**config.mk**
```make
export PLATFORM = sky130hd
export DESIGN_NAME = ordered_list_insert_remove
export DESIGN_NICKNAME = d
export VERILOG_FILES = /design/src/oli_pkg.sv /design/src/oli_ram.sv /design/src/oli_seq.sv /design/src/ordered_list_insert_remove.sv
export SDC_FILE = /design/constraint.sdc
export NUM_CORES = 1
export LEC_CHECK = 0
export BUFFER_PORTS_ARGS = -buffer_cell sky130_fd_sc_hd__buf_2
export CAP_MARGIN = 5
export CORE_UTILIZATION = 57
export CTS_BUF_LIST = sky130_fd_sc_hd__clkbuf_4 sky130_fd_sc_hd__clkbuf_8
export CTS_CLUSTER_DIAMETER = 40
export DETAILED_ROUTE_END_ITERATION = 10
export GPL_TIMING_DRIVEN = 1
export PLACE_DENSITY = 0.74
export SYNTH_ARGS = -nofsm -noshare
export SYNTH_HDL_FRONTEND = slang
export SYNTH_SLANG_ARGS = --single-unit
```
**constraint.sdc**
```tcl
create_clock -name clk_i -period 14.6 [get_ports clk_i]
set_input_delay 2.19 -clock clk_i [delete_from_list [all_inputs] [get_ports clk_i]]
set_output_delay 2.19 -clock clk_i [all_outputs]
set_load 0.05 [all_outputs]
```
**src/oli_pkg.sv**
```systemverilog
// Package for the ordered list block: opcodes, status codes, result record.
// No dependencies.
`timescale 1ns / 1ps
`default_nettype none

package oli_pkg;

  localparam int CAPACITY_DEF = 16;
  localparam int DATA_W       = 32;
  localparam int COUNT_OUT_W  = 5;

  typedef enum logic [1:0] {
    OP_PUSH_FRONT = 2'd0,
    OP_PUSH_BACK  = 2'd1,
    OP_REMOVE     = 2'd2,
    OP_NOP        = 2'd3
  } op_e;

  typedef enum logic [1:0] {
    ST_OK        = 2'd0,
    ST_FULL      = 2'd1,
    ST_EMPTY     = 2'd2,
    ST_NOT_FOUND = 2'd3
  } status_e;

  typedef struct packed {
    status_e                   status;
    logic [COUNT_OUT_W-1:0]    entry_count;
    logic signed [DATA_W-1:0]  front_value;
    logic signed [DATA_W-1:0]  back_value;
  } result_t;

endpackage

`default_nettype wire

```
**src/oli_ram.sv**
```systemverilog
// Generic single-write, single-read RAM with registered read data.
// No dependencies.
`timescale 1ns / 1ps
`default_nettype none

module oli_ram #(
  parameter int WIDTH = 32,
  parameter int DEPTH = 16
) (
  input  wire logic                       clk_i,
  input  wire logic                       we_i,
  input  wire logic [$clog2(DEPTH)-1:0]   waddr_i,
  input  wire logic [WIDTH-1:0]           wdata_i,
  input  wire logic                       re_i,
  input  wire logic [$clog2(DEPTH)-1:0]   raddr_i,
  output logic      [WIDTH-1:0]           rdata_o
);

  logic [WIDTH-1:0] mem_q [DEPTH];

  always_ff @(posedge clk_i) begin
    if (we_i) begin
      mem_q[waddr_i] <= wdata_i;
    end
    if (re_i) begin
      rdata_o <= mem_q[raddr_i];
    end
  end

endmodule

`default_nettype wire

```
**src/oli_seq.sv**
```systemverilog
// Sequencer for the ordered list: front index, count, scan and close-up passes
// over the entry RAM, result register. Depends on oli_pkg.
`timescale 1ns / 1ps
`default_nettype none

module oli_seq #(
  parameter int CAPACITY = oli_pkg::CAPACITY_DEF
) (
  input  wire logic                              clk_i,
  input  wire logic                              rst_ni,
  input  wire logic                              in_valid_i,
  output logic                                   in_stall_o,
  input  wire logic [1:0]                        op_i,
  input  wire logic [oli_pkg::DATA_W-1:0]        value_i,
  output logic                                   out_valid_o,
  input  wire logic                              out_stall_i,
  output oli_pkg::result_t                       result_o,
  output logic                                   ram_we_o,
  output logic [$clog2(CAPACITY)-1:0]            ram_waddr_o,
  output logic [oli_pkg::DATA_W-1:0]             ram_wdata_o,
  output logic                                   ram_re_o,
  output logic [$clog2(CAPACITY)-1:0]            ram_raddr_o,
  input  wire logic [oli_pkg::DATA_W-1:0]        ram_rdata_i
);

  import oli_pkg::*;

  localparam int AW = $clog2(CAPACITY);
  localparam int CW = $clog2(CAPACITY + 1);

  typedef enum logic [2:0] {
    S_IDLE,
    S_SCAN,
    S_SHIFT,
    S_VIEW_F,
    S_VIEW_B,
    S_DONE
  } state_e;

  state_e            state_q, state_d;
  logic [AW-1:0]     front_q, front_d;
  logic [CW-1:0]     count_q, count_d;
  logic [CW-1:0]     k_q, k_d;
  logic [CW-1:0]     kp_q, kp_d;
  logic              pv_q, pv_d;
  logic [DATA_W-1:0] val_q, val_d;
  status_e           status_q, status_d;
  logic [DATA_W-1:0] fval_q, fval_d;
  logic              out_valid_q, out_valid_d;
  result_t           res_q, res_d;

  logic              full;
  logic              empty;
  logic [AW-1:0]     front_dec;

  function automatic logic [AW-1:0] ring(input logic [AW-1:0] base, input logic [CW-1:0] off);
    logic [AW:0] s;
    s = {1'b0, base} + (AW+1)'(off);
    if (s >= (AW+1)'(CAPACITY)) begin
      s = s - (AW+1)'(CAPACITY);
    end
    return s[AW-1:0];
  endfunction

  assign full      = (count_q == CW'(CAPACITY));
  assign empty     = (count_q == '0);
  assign front_dec = (front_q == '0) ? AW'(CAPACITY - 1) : front_q - AW'(1);

  assign in_stall_o  = (state_q != S_IDLE);
  assign out_valid_o = out_valid_q;
  assign result_o    = res_q;

  always_comb begin
    state_d     = state_q;
    front_d     = front_q;
    count_d     = count_q;
    k_d         = k_q;
    kp_d        = kp_q;
    pv_d        = pv_q;
    val_d       = val_q;
    status_d    = status_q;
    fval_d      = fval_q;
    out_valid_d = out_valid_q;
    res_d       = res_q;
    ram_we_o    = 1'b0;
    ram_waddr_o = '0;
    ram_wdata_o = '0;
    ram_re_o    = 1'b0;
    ram_raddr_o = '0;

    if (out_valid_q && !out_stall_i) begin
      out_valid_d = 1'b0;
    end

    unique case (state_q)
      S_IDLE: begin
        if (in_valid_i) begin
          val_d    = value_i;
          status_d = ST_OK;
          k_d      = '0;
          pv_d     = 1'b0;
          state_d  = S_VIEW_F;
          unique case (op_e'(op_i))
            OP_PUSH_FRONT: begin
              if (full) begin
                status_d = ST_FULL;
              end else begin
                ram_we_o    = 1'b1;
                ram_waddr_o = front_dec;
                ram_wdata_o = value_i;
                front_d     = front_dec;
                count_d     = count_q + CW'(1);
              end
            end
            OP_PUSH_BACK: begin
              if (full) begin
                status_d = ST_FULL;
              end else begin
                ram_we_o    = 1'b1;
                ram_waddr_o = ring(front_q, count_q);
                ram_wdata_o = value_i;
                count_d     = count_q + CW'(1);
              end
            end
            OP_REMOVE: begin
              if (empty) begin
                status_d = ST_EMPTY;
              end else begin
                state_d = S_SCAN;
              end
            end
            OP_NOP: begin
              state_d = S_VIEW_F;
            end
          endcase
        end
      end
      S_SCAN: begin
        // reads issued one per cycle, compare against the registered read data
        if (k_q < count_q) begin
          ram_re_o    = 1'b1;
          ram_raddr_o = ring(front_q, k_q);
          k_d         = k_q + CW'(1);
        end
        pv_d = (k_q < count_q);
        kp_d = k_q;
        if (pv_q) begin
          if (ram_rdata_i == val_q) begin
            k_d     = kp_q + CW'(1);
            pv_d    = 1'b0;
            state_d = S_SHIFT;
          end else if (kp_q == count_q - CW'(1)) begin
            status_d = ST_NOT_FOUND;
            state_d  = S_VIEW_F;
          end
        end
      end
      S_SHIFT: begin
        // read entry k, write the registered read data one place down
        if (k_q < count_q) begin
          ram_re_o    = 1'b1;
          ram_raddr_o = ring(front_q, k_q);
          k_d         = k_q + CW'(1);
        end
        pv_d = (k_q < count_q);
        kp_d = k_q - CW'(1);
        if (pv_q) begin
          ram_we_o    = 1'b1;
          ram_waddr_o = ring(front_q, kp_q);
          ram_wdata_o = ram_rdata_i;
        end
        if (!(k_q < count_q) && !pv_q) begin
          count_d = count_q - CW'(1);
          if (count_q == CW'(1)) begin
            front_d = '0;
          end
          state_d = S_VIEW_F;
        end
      end
      S_VIEW_F: begin
        ram_re_o    = 1'b1;
        ram_raddr_o = front_q;
        state_d     = S_VIEW_B;
      end
      S_VIEW_B: begin
        ram_re_o    = 1'b1;
        ram_raddr_o = ring(front_q, count_q - CW'(1));
        fval_d      = ram_rdata_i;
        state_d     = S_DONE;
      end
      S_DONE: begin
        // read data holds the back entry while the result slot is busy
        if (!out_valid_q || !out_stall_i) begin
          res_d.status      = status_q;
          res_d.entry_count = COUNT_OUT_W'(count_q);
          res_d.front_value = empty ? '0 : $signed(fval_q);
          res_d.back_value  = empty ? '0 : $signed(ram_rdata_i);
          out_valid_d       = 1'b1;
          state_d           = S_IDLE;
        end
      end
      default: begin
        state_d = S_IDLE;
      end
    endcase
  end

  always_ff @(posedge clk_i or negedge rst_ni) begin
    if (!rst_ni) begin
      state_q     <= S_IDLE;
      front_q     <= '0;
      count_q     <= '0;
      k_q         <= '0;
      kp_q        <= '0;
      pv_q        <= 1'b0;
      val_q       <= '0;
      status_q    <= ST_OK;
      fval_q      <= '0;
      out_valid_q <= 1'b0;
      res_q       <= '0;
    end else begin
      state_q     <= state_d;
      front_q     <= front_d;
      count_q     <= count_d;
      k_q         <= k_d;
      kp_q        <= kp_d;
      pv_q        <= pv_d;
      val_q       <= val_d;
      status_q    <= status_d;
      fval_q      <= fval_d;
      out_valid_q <= out_valid_d;
      res_q       <= res_d;
    end
  end

endmodule

`default_nettype wire

```
**src/ordered_list_insert_remove.sv**
```systemverilog
// Ordered list of up to CAPACITY signed 32-bit values, kept as a deque in a
// ring of one RAM (oli_ram) driven by a sequencer (oli_seq); uses oli_pkg.
// Each transfer inserts at the front, inserts at the back, removes the
// first entry equal to the value, or does nothing, and yields one result:
// status, count, and the front and back values (zero when empty). A removal
// scans one entry a cycle until the match or the back entry, closes the gap
// one entry a cycle and then reads back the ends, at the pace of the single
// read port of the entry RAM. The next transfer is taken once the previous
// result is in the output register.
// No clearing pass after reset.
`timescale 1ns / 1ps
`default_nettype none

module ordered_list_insert_remove #(
  parameter int CAPACITY = oli_pkg::CAPACITY_DEF
) (
  input  wire logic                               clk_i,
  input  wire logic                               rst_ni,
  input  wire logic                               in_valid_i,
  output logic                                    in_stall_o,
  input  wire logic [1:0]                         op_i,
  input  wire logic signed [oli_pkg::DATA_W-1:0]  value_i,
  output logic                                    out_valid_o,
  input  wire logic                               out_stall_i,
  output logic [1:0]                              status_o,
  output logic [oli_pkg::COUNT_OUT_W-1:0]         entry_count_o,
  output logic signed [oli_pkg::DATA_W-1:0]       front_value_o,
  output logic signed [oli_pkg::DATA_W-1:0]       back_value_o
);

  import oli_pkg::*;

  localparam int AW = $clog2(CAPACITY);

  result_t           res;
  logic              ram_we;
  logic [AW-1:0]     ram_waddr;
  logic [DATA_W-1:0] ram_wdata;
  logic              ram_re;
  logic [AW-1:0]     ram_raddr;
  logic [DATA_W-1:0] ram_rdata;

  oli_ram #(
    .WIDTH (DATA_W),
    .DEPTH (CAPACITY)
  ) u_ram (
    .clk_i   (clk_i),
    .we_i    (ram_we),
    .waddr_i (ram_waddr),
    .wdata_i (ram_wdata),
    .re_i    (ram_re),
    .raddr_i (ram_raddr),
    .rdata_o (ram_rdata)
  );

  oli_seq #(
    .CAPACITY (CAPACITY)
  ) u_seq (
    .clk_i       (clk_i),
    .rst_ni      (rst_ni),
    .in_valid_i  (in_valid_i),
    .in_stall_o  (in_stall_o),
    .op_i        (op_i),
    .value_i     (value_i),
    .out_valid_o (out_valid_o),
    .out_stall_i (out_stall_i),
    .result_o    (res),
    .ram_we_o    (ram_we),
    .ram_waddr_o (ram_waddr),
    .ram_wdata_o (ram_wdata),
    .ram_re_o    (ram_re),
    .ram_raddr_o (ram_raddr),
    .ram_rdata_i (ram_rdata)
  );

  assign status_o      = res.status;
  assign entry_count_o = res.entry_count;
  assign front_value_o = res.front_value;
  assign back_value_o  = res.back_value;

`ifndef SYNTHESIS
  a_empty_view_zero: assert property (@(posedge clk_i) disable iff (!rst_ni)
    out_valid_o && entry_count_o == '0 |-> front_value_o == '0 && back_value_o == '0)
    else $error("empty list shows nonzero end values");

  a_full_count: assert property (@(posedge clk_i) disable iff (!rst_ni)
    out_valid_o && status_o == ST_FULL |-> entry_count_o == COUNT_OUT_W'(CAPACITY))
    else $error("full status with count below capacity");

  a_empty_count: assert property (@(posedge clk_i) disable iff (!rst_ni)
    out_valid_o && status_o == ST_EMPTY |-> entry_count_o == '0)
    else $error("empty status with entries held");
`endif

endmodule

`default_nettype wire

```
==> results of run 1 <==
-- synth_stat cells, drive strengths merged, types with 3 or more instances --
library cell	instances	area [um2]
nand4	5	31.3
a21oi	18	93.8
a211oi	129	1050
xor2	40	350
and3	128	801
clkbuf	104	398
inv	17	63.8
a22o	71	622
nand3b	3	22.5
edfxtp	544	16300
mux2	3	33.8
o221ai	3	26.3
buf	62	378
o31ai	3	22.5
nor2b	3	18.8
nor2	42	165
ha	24	300
a311oi	96	841
xnor2	22	193
nor3	8	50.1
a22oi	4	30.0
or2	3	18.8
nand2	489	1840
nand3	11	55.1
a21o	4	30.0
dfrtp	161	4030
a2111o	32	360
fa	4	80.1
nand2b	5	38.8
a32o	33	330
o21ai	17	85.1
a31oi	35	219
o211ai	4	35.0
nor4	11	68.8
-- cells by family (layout without fill, tap and decap cells) --
kind of cell / after synthesis / in the layout / share of synthesized area
flops: 705 / 705 / 0.695
mux: 4 / 4 / 0.00149
buf+inv: 183 / 347 / 0.0287
simple gates: 714 / 714 / 0.108
compound gates: 469 / 469 / 0.135
xor+xnor: 63 / 63 / 0.0193
fa+ha+maj: 28 / 28 / 0.0130
other cells: 0 / 1 / 0
-- stage by stage --
step	cells	util	setup slack, ns	area, um2
5_1_grt	3003	0.645	9.02	32500
4_1_cts	3002	0.645	9.29	32500
3_3_place_gp	2803	0.602	8.73	30300
2_1_floorplan	2166	-	9.15	29300
6_report	3003	0.645	9.29	32500
3_5_place_dp	2803	0.602	8.54	30300
-- metal layers --
metal | vias to the layer above | track usage | part of all wire
met4 | 0 | 0.0870 | 0.020
met3 | 93 | 0.0632 | 0.10
met1 | 9404 | 0.395 | 0.42
li1 | 8423 | - | -
met2 | 912 | 0.411 | 0.46
met5 | - | 0 | 0
-- cell usage in the layout (no fill, tap or decap), types with 4 or more instances in the layout --
cell,count
clkbuf_8,112
clkinv_2,11
a22oi_1,4
nor2_4,19
buf_4,19
buf_2,109
inv_1,17
o21ai_0,16
a31oi_1,35
and3_1,128
nand3_1,9
a311oi_1,96
ha_1,24
a2111o_1,32
xnor2_1,22
clkinv_1,23
clkbuf_4,42
nor2_1,22
nand2b_1,4
xor2_1,40
a21oi_1,16
nand2_1,488
dfrtp_1,161
a211oi_1,112
fa_1,4
a211oi_2,17
a22o_1,71
nor3_1,6
a32o_1,33
nor4_1,11
edfxtp_1,544
a21o_1,4
nand4_1,5
-- registers in the layout, indices dropped and copies added, names as in the netlist, 3 cells and up --
name	cells
u_ram.mem_q	512
u_ram.rdata_o	32
u_seq.count_q	5
u_seq.front_q	4
u_seq.fval_q	32
u_seq.k_q	5
u_seq.kp_q	5
u_seq.result_o	71
u_seq.state_q	3
u_seq.val_q	32
-- final cells by class --
class                   instances  area (um2)
flip-flops and latches        705       20400
fillers                      3585       17900
multi-input cells            1278        8320
clock buffers                 154        1860
well taps                     672         841
repair buffers                131         739
clock inverters                45         327
inverters                      17        63.8
diodes                          1        2.50
-- path summary, 6_finish.rpt --
check	cells past startpoint	end
setup / recovery	8	u_ram.mem_q[2][0]$_DFFE_PP_
min in group asynchronous	1	u_seq.result_o[70]$_DFFE_PN0P_
setup reg to reg	10	u_ram.rdata_o[5]$_DFFE_PP_
hold / removal	2	u_seq.result_o[68]$_DFFE_PN0P_
hold reg to reg	2	u_seq.result_o[68]$_DFFE_PN0P_
max in group asynchronous	2	u_seq.val_q[13]$_DFFE_PN0P_
-- tightest hold or removal path, delay by kind of cell (launching register included) --
kind / cells / cell delay, ns
and+or+nand+nor: 1 / 0.04
AOI/OAI and AO/OA: 1 / 0.05
DFF: 1 / 0.34
==> out/results.txt, run 1 <==
Hold buffers post-CTS = 0
Critical Path AT = 5.60 ns
Shortest period the worst path allows = 5.31 ns
Final antenna-violating net count = 0
Total negative slack = 0 ns
Detailed Route Iter0 Violations = 2053
Ys async rst share = 0.228
Post-synthesis sequential area ratio = 0.695
DR DRC count = 0
Die H = 229 um
Core area = 0.0504 mm2
CTS sink cnt = 705
Share of post-route cells with drive strength above 1 = 0.158
Layout Nets = 2307
All-Layer GR Usage = 0.273
Post-CTS setup buffer count = 0
Number of antenna violations at the first check in global routing = 1
Main flop type after synthesis = edfxtp_1
CP Buf/Inv Count = 2
DIE AREA = 0.0523 mm2
Detailed Routing Iterations Pass 1 = 6
Crit path cell chain = buf_2 > o31ai_1 > nand2b_1 > buf_4 > nor3_2 > a32oi_1 > o211ai_1 > nor2_4
Vias per inst = 6.27
TritonCTS Buffers = 108
Post-synth EDFFs = 544
Latest clock arrival within the worst-skew pair = 0.72 ns
CP Launch Type = primary input
Worst-margin pin slew = 1.19 ns
FF+latch count, synth = 705
Final wirelength = 71500 um
Pin count of the biggest net entering global routing = 217
Fin crit share = 0.364
Hpwl dp = 42300 um
Hold wc startpoint = u_seq.result_o[68]$_DFFE_PN0P_
GPL Wtd Cong = 0.891
Syn. warnings = 0
Ports = 111
Grt total ovfl = 0
Worst hold path class = reg -> reg
First-pass GRT wire length = 108000 um
Via count = 18.8k
Crit-path max cell delay = 1.01 ns
Hold Slack = 0.473 ns
Syn Nets = 2232
Num rows = 82
Critical path origin = in_valid_i
Growth of design area from synthesis to finish = 11.0%
Mapped Cells = 2166
Unrepaired setup endpoints after global routing = false
CTS tree = yes
Worst reg2reg setup slack = 9.58 ns
Crit-path slowest cell = nor2_4
Critical path's top delay family = compound AO/OA/AOI/OAI gates
Max Cap Viol = 0
Status = completed
Worst R2R Start = u_seq.count_q[0]$_DFFE_PN0P_
Syn avg cell area = 13.5 um2
Max Fanout on Critical Path = 35
Crit Path Category = in -> reg
Avg WL per Cell = 23.8 um
Rel. slew slack = 0.203
Vias in the first global route = 18.1k
CTS Buffer Depth = 3
H-tree levels = 3
Die W = 229 um
Type of element capturing the critical path = flop
Clk slew on worst S/H paths = 0.06 ns
Clk_skew = 0.0303 ns
Post_cts resized = 0
Synthesized area = 0.0293 mm2
I/O Buffers = 110
Initial core utilization = 0.581
Data required, critical path = 14.89 ns
Number of distinct library cells after synthesis = 69
FMAX = 188 MHz
Root Driver = clkbuf_8
Final slew viol count = 0
Setup Viol. Count Final = 0
Final Hold Viols = 0
Power of run 1 is left out: the tool's default activity adds up to more than one toggle a clock period on the data nets, which glitch-free logic cannot reach.
==> inputs of run 2 (changes only) <==
PLACE_DENSITY = 0.77   (was 0.74)
clock period = 4.4 ns   (was 14.6 ns; I/O delays follow)
==> out/results.txt, run 2 (synthesis results as in run 1) <==
Worst-margin pin slew = 1.23 ns (+0.0339 ns)
Detailed Route Iter0 Violations = 2449 (+19%)
Clk_skew = 0.0283 ns (-0.00198 ns)
First-pass GRT wire length = 112000 um (+3.7%)
Max Fanout on Critical Path = 192 (+450%)
Worst hold path class = in -> async
Data required, critical path = 4.85 ns (-10.04 ns)
H-tree levels = 3 (unchanged)
Avg WL per Cell = 24.3 um (+2.0%)
Type of element capturing the critical path = flop
Max Cap Viol = 0 (unchanged)
Status = completed
Total negative slack = 0 ns (unchanged)
Setup Viol. Count Final = 0 (unchanged)
I/O Buffers = 110 (unchanged)
All-Layer GR Usage = 0.283 (+0.0100)
Layout Nets = 2350 (+1.9%)
Critical Path AT = 4.55 ns (-1.05 ns)
Share of post-route cells with drive strength above 1 = 0.175 (+0.0162)
Crit-path max cell delay = 0.83 ns (-0.18 ns)
Die H = 229 um (unchanged)
Final Hold Viols = 0 (unchanged)
GPL Wtd Cong = 0.919 (+3.2%)
Pin count of the biggest net entering global routing = 193 (-11%)
DIE AREA = 0.0523 mm2 (unchanged)
DR DRC count = 0 (unchanged)
Grt total ovfl = 0 (unchanged)
Ports = 111 (unchanged)
Post_cts resized = 0 (unchanged)
Max reg flops = 512 (unchanged)
Final wirelength = 74000 um (+3.5%)
Fin crit share = 0.932
Via count = 19.5k (+3.5%)
CP Launch Type = flop
Die W = 229 um (unchanged)
Number of antenna violations at the first check in global routing = 4 (+3)
Commonest cells after routing, fill and taps aside = edfxtp_1, nand2_1, dfrtp_1, and3_1, clkbuf_8
Crit Path Category = reg -> reg
Clk slew on worst S/H paths = 0.06 ns (about the same)
Final slew viol count = 0 (unchanged)
CTS sink cnt = 705 (unchanged)
Core area = 0.0504 mm2 (unchanged)
Root Driver = clkbuf_8
Crit path cell chain = inv_1 > ha_1 > o21a_1 > o21ai_0 > o211ai_4 > nand2_4 > buf_12 > a211oi_1 > a31oi_1 > a2111o_1
Post-CTS setup buffer count = 0 (unchanged)
Crit-path slowest cell = o211ai_4
Initial core utilization = 0.581 (unchanged)
Worst reg2reg setup slack = 0.30 ns (-9.28 ns)
Latest clock arrival within the worst-skew pair = 0.70 ns (-0.02 ns)
Top reg by flops = u_ram.mem_q
Commonest non-fill, non-tap cell in the layout = edfxtp_1
Rel. slew slack = 0.183 (-0.0207)
Vias in the first global route = 19.0k (+4.9%)
Worst reg2reg path depth = 10 (unchanged)
CTS Buffer Depth = 3 (unchanged)
Growth of design area from synthesis to finish = 13.7%
Final antenna-violating net count = 0 (unchanged)
TritonCTS Buffers = 109 (+0.93%)
RR Endpoint = u_ram.rdata_o[18]$_DFFE_PP_
Detailed Routing Iterations Pass 1 = 7 (+1)
FMAX = 244 MHz
Unrepaired setup endpoints after global routing = false
Hpwl dp = 43400 um (+2.5%)
Vias per inst = 6.39 (+2.0%)
Worst setup endpoint = u_ram.rdata_o[18]$_DFFE_PP_
CTS tree = yes
Critical path origin = u_seq.count_q[2]$_DFFE_PN0P_
Shortest period the worst path allows = 4.10 ns
Worst R2R Start = u_seq.count_q[2]$_DFFE_PN0P_
Hold buffers post-CTS = 0 (unchanged)
Num rows = 82 (unchanged)
[run 2: cell count changes in the layout (fill, tap and decap cells not counted)]
cell / delta
buf_12: +21
buf_4: +21
clkinv_2: -3
clkinvlp_4: +2
clkbuf_8: +2
bufinv_16: +9
inv_12: -2
clkinv_8: -1
clkinv_4: +2
diode_2: +2
clkinv_1: -3
clkbuf_4: -6
[run 2: cell type report]
class,count,area [um2]
antenna,3,7.51
clock buffer,150,1840
clock inverter,49,554
fill,3370,17100
inverter,17,63.8
multi-input combinational,1278,8320
sequential,705,20400
tap,672,841
timing repair buffer,173,1320
[run 2: worst min-delay path by stage]
stage                                       from                            to  slack [ns]  depth (start not counted)
finish                                    rst_ni      u_seq.k_q[2]$_DFFE_PN0P_        0.07                          1
global placement    u_seq.fval_q[27]$_DFFE_PN0N_  u_seq.fval_q[27]$_DFFE_PN0N_        0.46                          2
detailed placement  u_seq.fval_q[27]$_DFFE_PN0N_  u_seq.fval_q[27]$_DFFE_PN0N_        0.47                          2
CTS                                       rst_ni      u_seq.k_q[2]$_DFFE_PN0P_        0.11                          1
floorplan                                 rst_ni  u_seq.count_q[0]$_DFFE_PN0P_        0.36                          0
global route                          value_i[9]    u_seq.val_q[9]$_DFFE_PN0P_        0.17                          3
[run 2: per-layer routing]
metal  wire (um)  global-route usage  up-vias
li1            -                   -     8514
met1       28600               0.387     9593
met2       35300               0.450     1209
met3        8020              0.0575      164
met4        2100               0.107        2
met5          16                   0        -
[run 2: worst max-delay path: cells and delay by family (launching register included)]
family | cells | cell delay, ns
AO/OA/AOI/OAI | 6 | 2.15
flip-flops | 1 | 0.53
buffers and inverters | 2 | 0.37
adder cells (fa/ha/maj) | 1 | 0.29
AND/OR/NAND/NOR | 1 | 0.11
[run 2: per-stage QoR]
stage / util / worst slack (ns) / std cells / area, um2 / hold WS, ns
after floorplan: - / 0.431 / 2166 / 29300 / 0.364
after global placement: 0.613 / 0.558 / 2845 / 30900 / 0.459
after detailed placement: 0.613 / 0.401 / 2845 / 30900 / 0.465
after CTS: 0.661 / 0.393 / 3044 / 33300 / 0.114
after global routing: 0.661 / 0.169 / 3046 / 33300 / 0.169
final: 0.661 / 0.299 / 3047 / 33300 / 0.0739
Power of run 2 is left out for the same reason.
==> inputs of run 3 (changes only) <==
CELL_PAD_IN_SITES_DETAIL_PLACEMENT = 2   (was default)
CELL_PAD_IN_SITES_GLOBAL_PLACEMENT = 2   (was default)
CORE_UTILIZATION = 42   (was 57)
PLACE_DENSITY = default   (was 0.77)
PLACE_DENSITY_LB_ADDON = 0.1   (was default)
SETUP_SLACK_MARGIN = 0.3   (was default)
==> out/results.txt, run 3 (synthesis results as in run 1) <==
Status = completed
Hold Slack = 0.114 ns (+0.0398 ns)
Die W = 266 um (+16%)
Initial core utilization = 0.426 (-0.156)
Unrepaired setup endpoints after global routing = false
Setup Viol. Count Final = 0 (unchanged)
Multi-input combinational cell area = 0.00832 mm2 (unchanged)
All-Layer GR Usage = 0.288 (+0.00490)
DIE AREA = 0.0708 mm2 (+35%)
CP Launch Type = flop
CTS sink cnt = 705 (unchanged)
Crit Path Category = reg -> reg
Clk_skew = 0.0298 ns (+0.00149 ns)
Top reg by flops = u_ram.mem_q
Worst setup endpoint = u_ram.rdata_o[6]$_DFFE_PP_
Pin count of the biggest net entering global routing = 131 (-32%)
H-tree levels = 4 (+1)
Type of element capturing the critical path = flop
Growth of design area from synthesis to finish = 16.3%
Worst R2R Start = u_seq.count_q[2]$_DFFE_PN0P_
Vias in the first global route = 21.9k (+16%)
FMAX = 257 MHz (+5.3%)
Final antenna-violating net count = 0 (unchanged)
RR Endpoint = u_ram.rdata_o[6]$_DFFE_PP_
Via count = 20.1k (+3.4%)
Worst reg2reg path depth = 9 (-1)
Max Fanout on Critical Path = 104 (-46%)
Clk slew on worst S/H paths = 0.06 ns (about the same)
Final wirelength = 101000 um (+36%)
First-pass GRT wire length = 149000 um (+32%)
Worst-margin pin slew = 1.17 ns (-0.0572 ns)
Grt total ovfl = 0 (unchanged)
Final Hold Viols = 0 (unchanged)
Hpwl dp = 59800 um (+38%)
Worst hold path class = in -> reg
Rel. slew slack = 0.218 (+0.0353)
Share of post-route cells with drive strength above 1 = 0.190 (+0.0155)
Max reg flops = 512 (unchanged)
Fillers = 6534 (+94%)
Critical Path AT = 4.40 ns (-0.15 ns)
CTS tree = yes
Data required, critical path = 4.91 ns (+0.06 ns)
Seq. cell area = 0.0204 mm2 (unchanged)
CTS Buffer Depth = 3 (unchanged)
Final slew viol count = 0 (unchanged)
Commonest cells after routing, fill and taps aside = edfxtp_1, nand2_1, dfrtp_1, clkbuf_8, and3_1
TritonCTS Buffers = 136 (+25%)
Latest clock arrival within the worst-skew pair = 0.78 ns (+0.08 ns)
Detailed Routing Iterations Pass 1 = 5 (-2)
WHS Path Cells = 3
Num rows = 96 (+17%)
Core area = 0.0688 mm2 (+37%)
Post-CTS setup buffer count = 0 (unchanged)
Layout Nets = 2389 (+1.7%)
Number of antenna violations at the first check in global routing = 5 (+1)
Post_cts resized = 0 (unchanged)
Worst reg2reg setup slack = 0.51 ns (+0.21 ns)
Critical path origin = u_seq.count_q[2]$_DFFE_PN0P_
Commonest non-fill, non-tap cell in the layout = edfxtp_1
Root Driver = clkbuf_8
Detailed Route Iter0 Violations = 1790 (-27%)
Avg WL per Cell = 30.0 um (+23%)
Shortest period the worst path allows = 3.89 ns (-0.207 ns)
Ports = 111 (unchanged)
GPL Wtd Cong = 0.824 (-10%)
Die H = 266 um (+16%)
Max Cap Viol = 0 (unchanged)
I/O Buffers = 110 (unchanged)
Total negative slack = 0 ns (unchanged)
DR DRC count = 0 (unchanged)
Fin crit share = 0.885 (-0.0470)
Vias per inst = 6.01 (-6.1%)
==> run 3: changes by cell type in the layout (fill, tap and decap cells not counted) <==
cell / delta
dlygate4sd3_1: +1
clkinvlp_4: +4
inv_6: +2
clkinv_2: +7
clkbuf_8: +30
buf_4: +8
buf_12: +3
diode_2: -2
inv_8: +1
clkinv_1: +2
clkinv_8: +1
clkbuf_4: -4
bufinv_16: -6
==> run 3: stage by stage <==
step | area (um2) | cells | worst slack, ns | utilization
6_report | 34100 | 3353 | 0.506 | 0.495
5_1_grt | 34100 | 3353 | 0.326 | 0.495
4_1_cts | 34100 | 3352 | 0.518 | 0.495
3_5_place_dp | 31300 | 3115 | 0.565 | 0.455
3_3_place_gp | 31300 | 3115 | 0.630 | 0.455
2_1_floorplan | 29300 | 2166 | 0.431 | -
==> run 3: worst min path at each step <==
stage,start,endpoint
after floorplan,rst_ni,u_seq.count_q[0]$_DFFE_PN0P_
after global placement,u_seq.result_o[67]$_DFFE_PN0P_,u_seq.result_o[67]$_DFFE_PN0P_
after detailed placement,u_seq.fval_q[12]$_DFFE_PN0N_,u_seq.fval_q[12]$_DFFE_PN0N_
after CTS,value_i[26],u_seq.val_q[26]$_DFFE_PN0P_
after global routing,value_i[11],u_seq.val_q[11]$_DFFE_PN0P_
final,value_i[11],u_seq.val_q[11]$_DFFE_PN0P_
==> run 3: cell type report <==
type / instances / share of cell area
clock inverters: 60 / 0.0144
flip-flops and latches: 705 / 0.598
diodes: 1 / 0.0000734
repair buffers: 185 / 0.0425
clock buffers: 176 / 0.0652
multi-input cells: 1278 / 0.244
inverters: 17 / 0.00187
well taps: 931 / 0.0342
==> run 3: routing by layer <==
metal  wire, um  track usage  vias to the layer above  part of all wire
met5          0            0                        -                 0
met1      45200        0.399                    10700              0.45
met3       5110       0.0445                      172             0.051
met4       2070       0.0814                        0             0.021
met2      48200        0.469                      633              0.48
li1           -            -                     8602                 -
==> run 3: timing repair <==
action / in CTS / in global routing
endpoints found under the hold margin: 82 / 0
endpoints found under the setup margin: 0 / 0
hold buffers: 1 / 0
==> run 3: worst max-delay path, cell delays in order (launching register included) <==
cell and delay (ns):
dfrtp_1 0.53, inv_1 0.15, ha_1 0.29, o21a_1 0.18, o21ai_0 0.43, o21ba_2 0.47, a31o_4 0.32, buf_12 0.43
a311oi_1 0.25, a2111o_1 0.49
Power of run 3 is left out for the same reason.
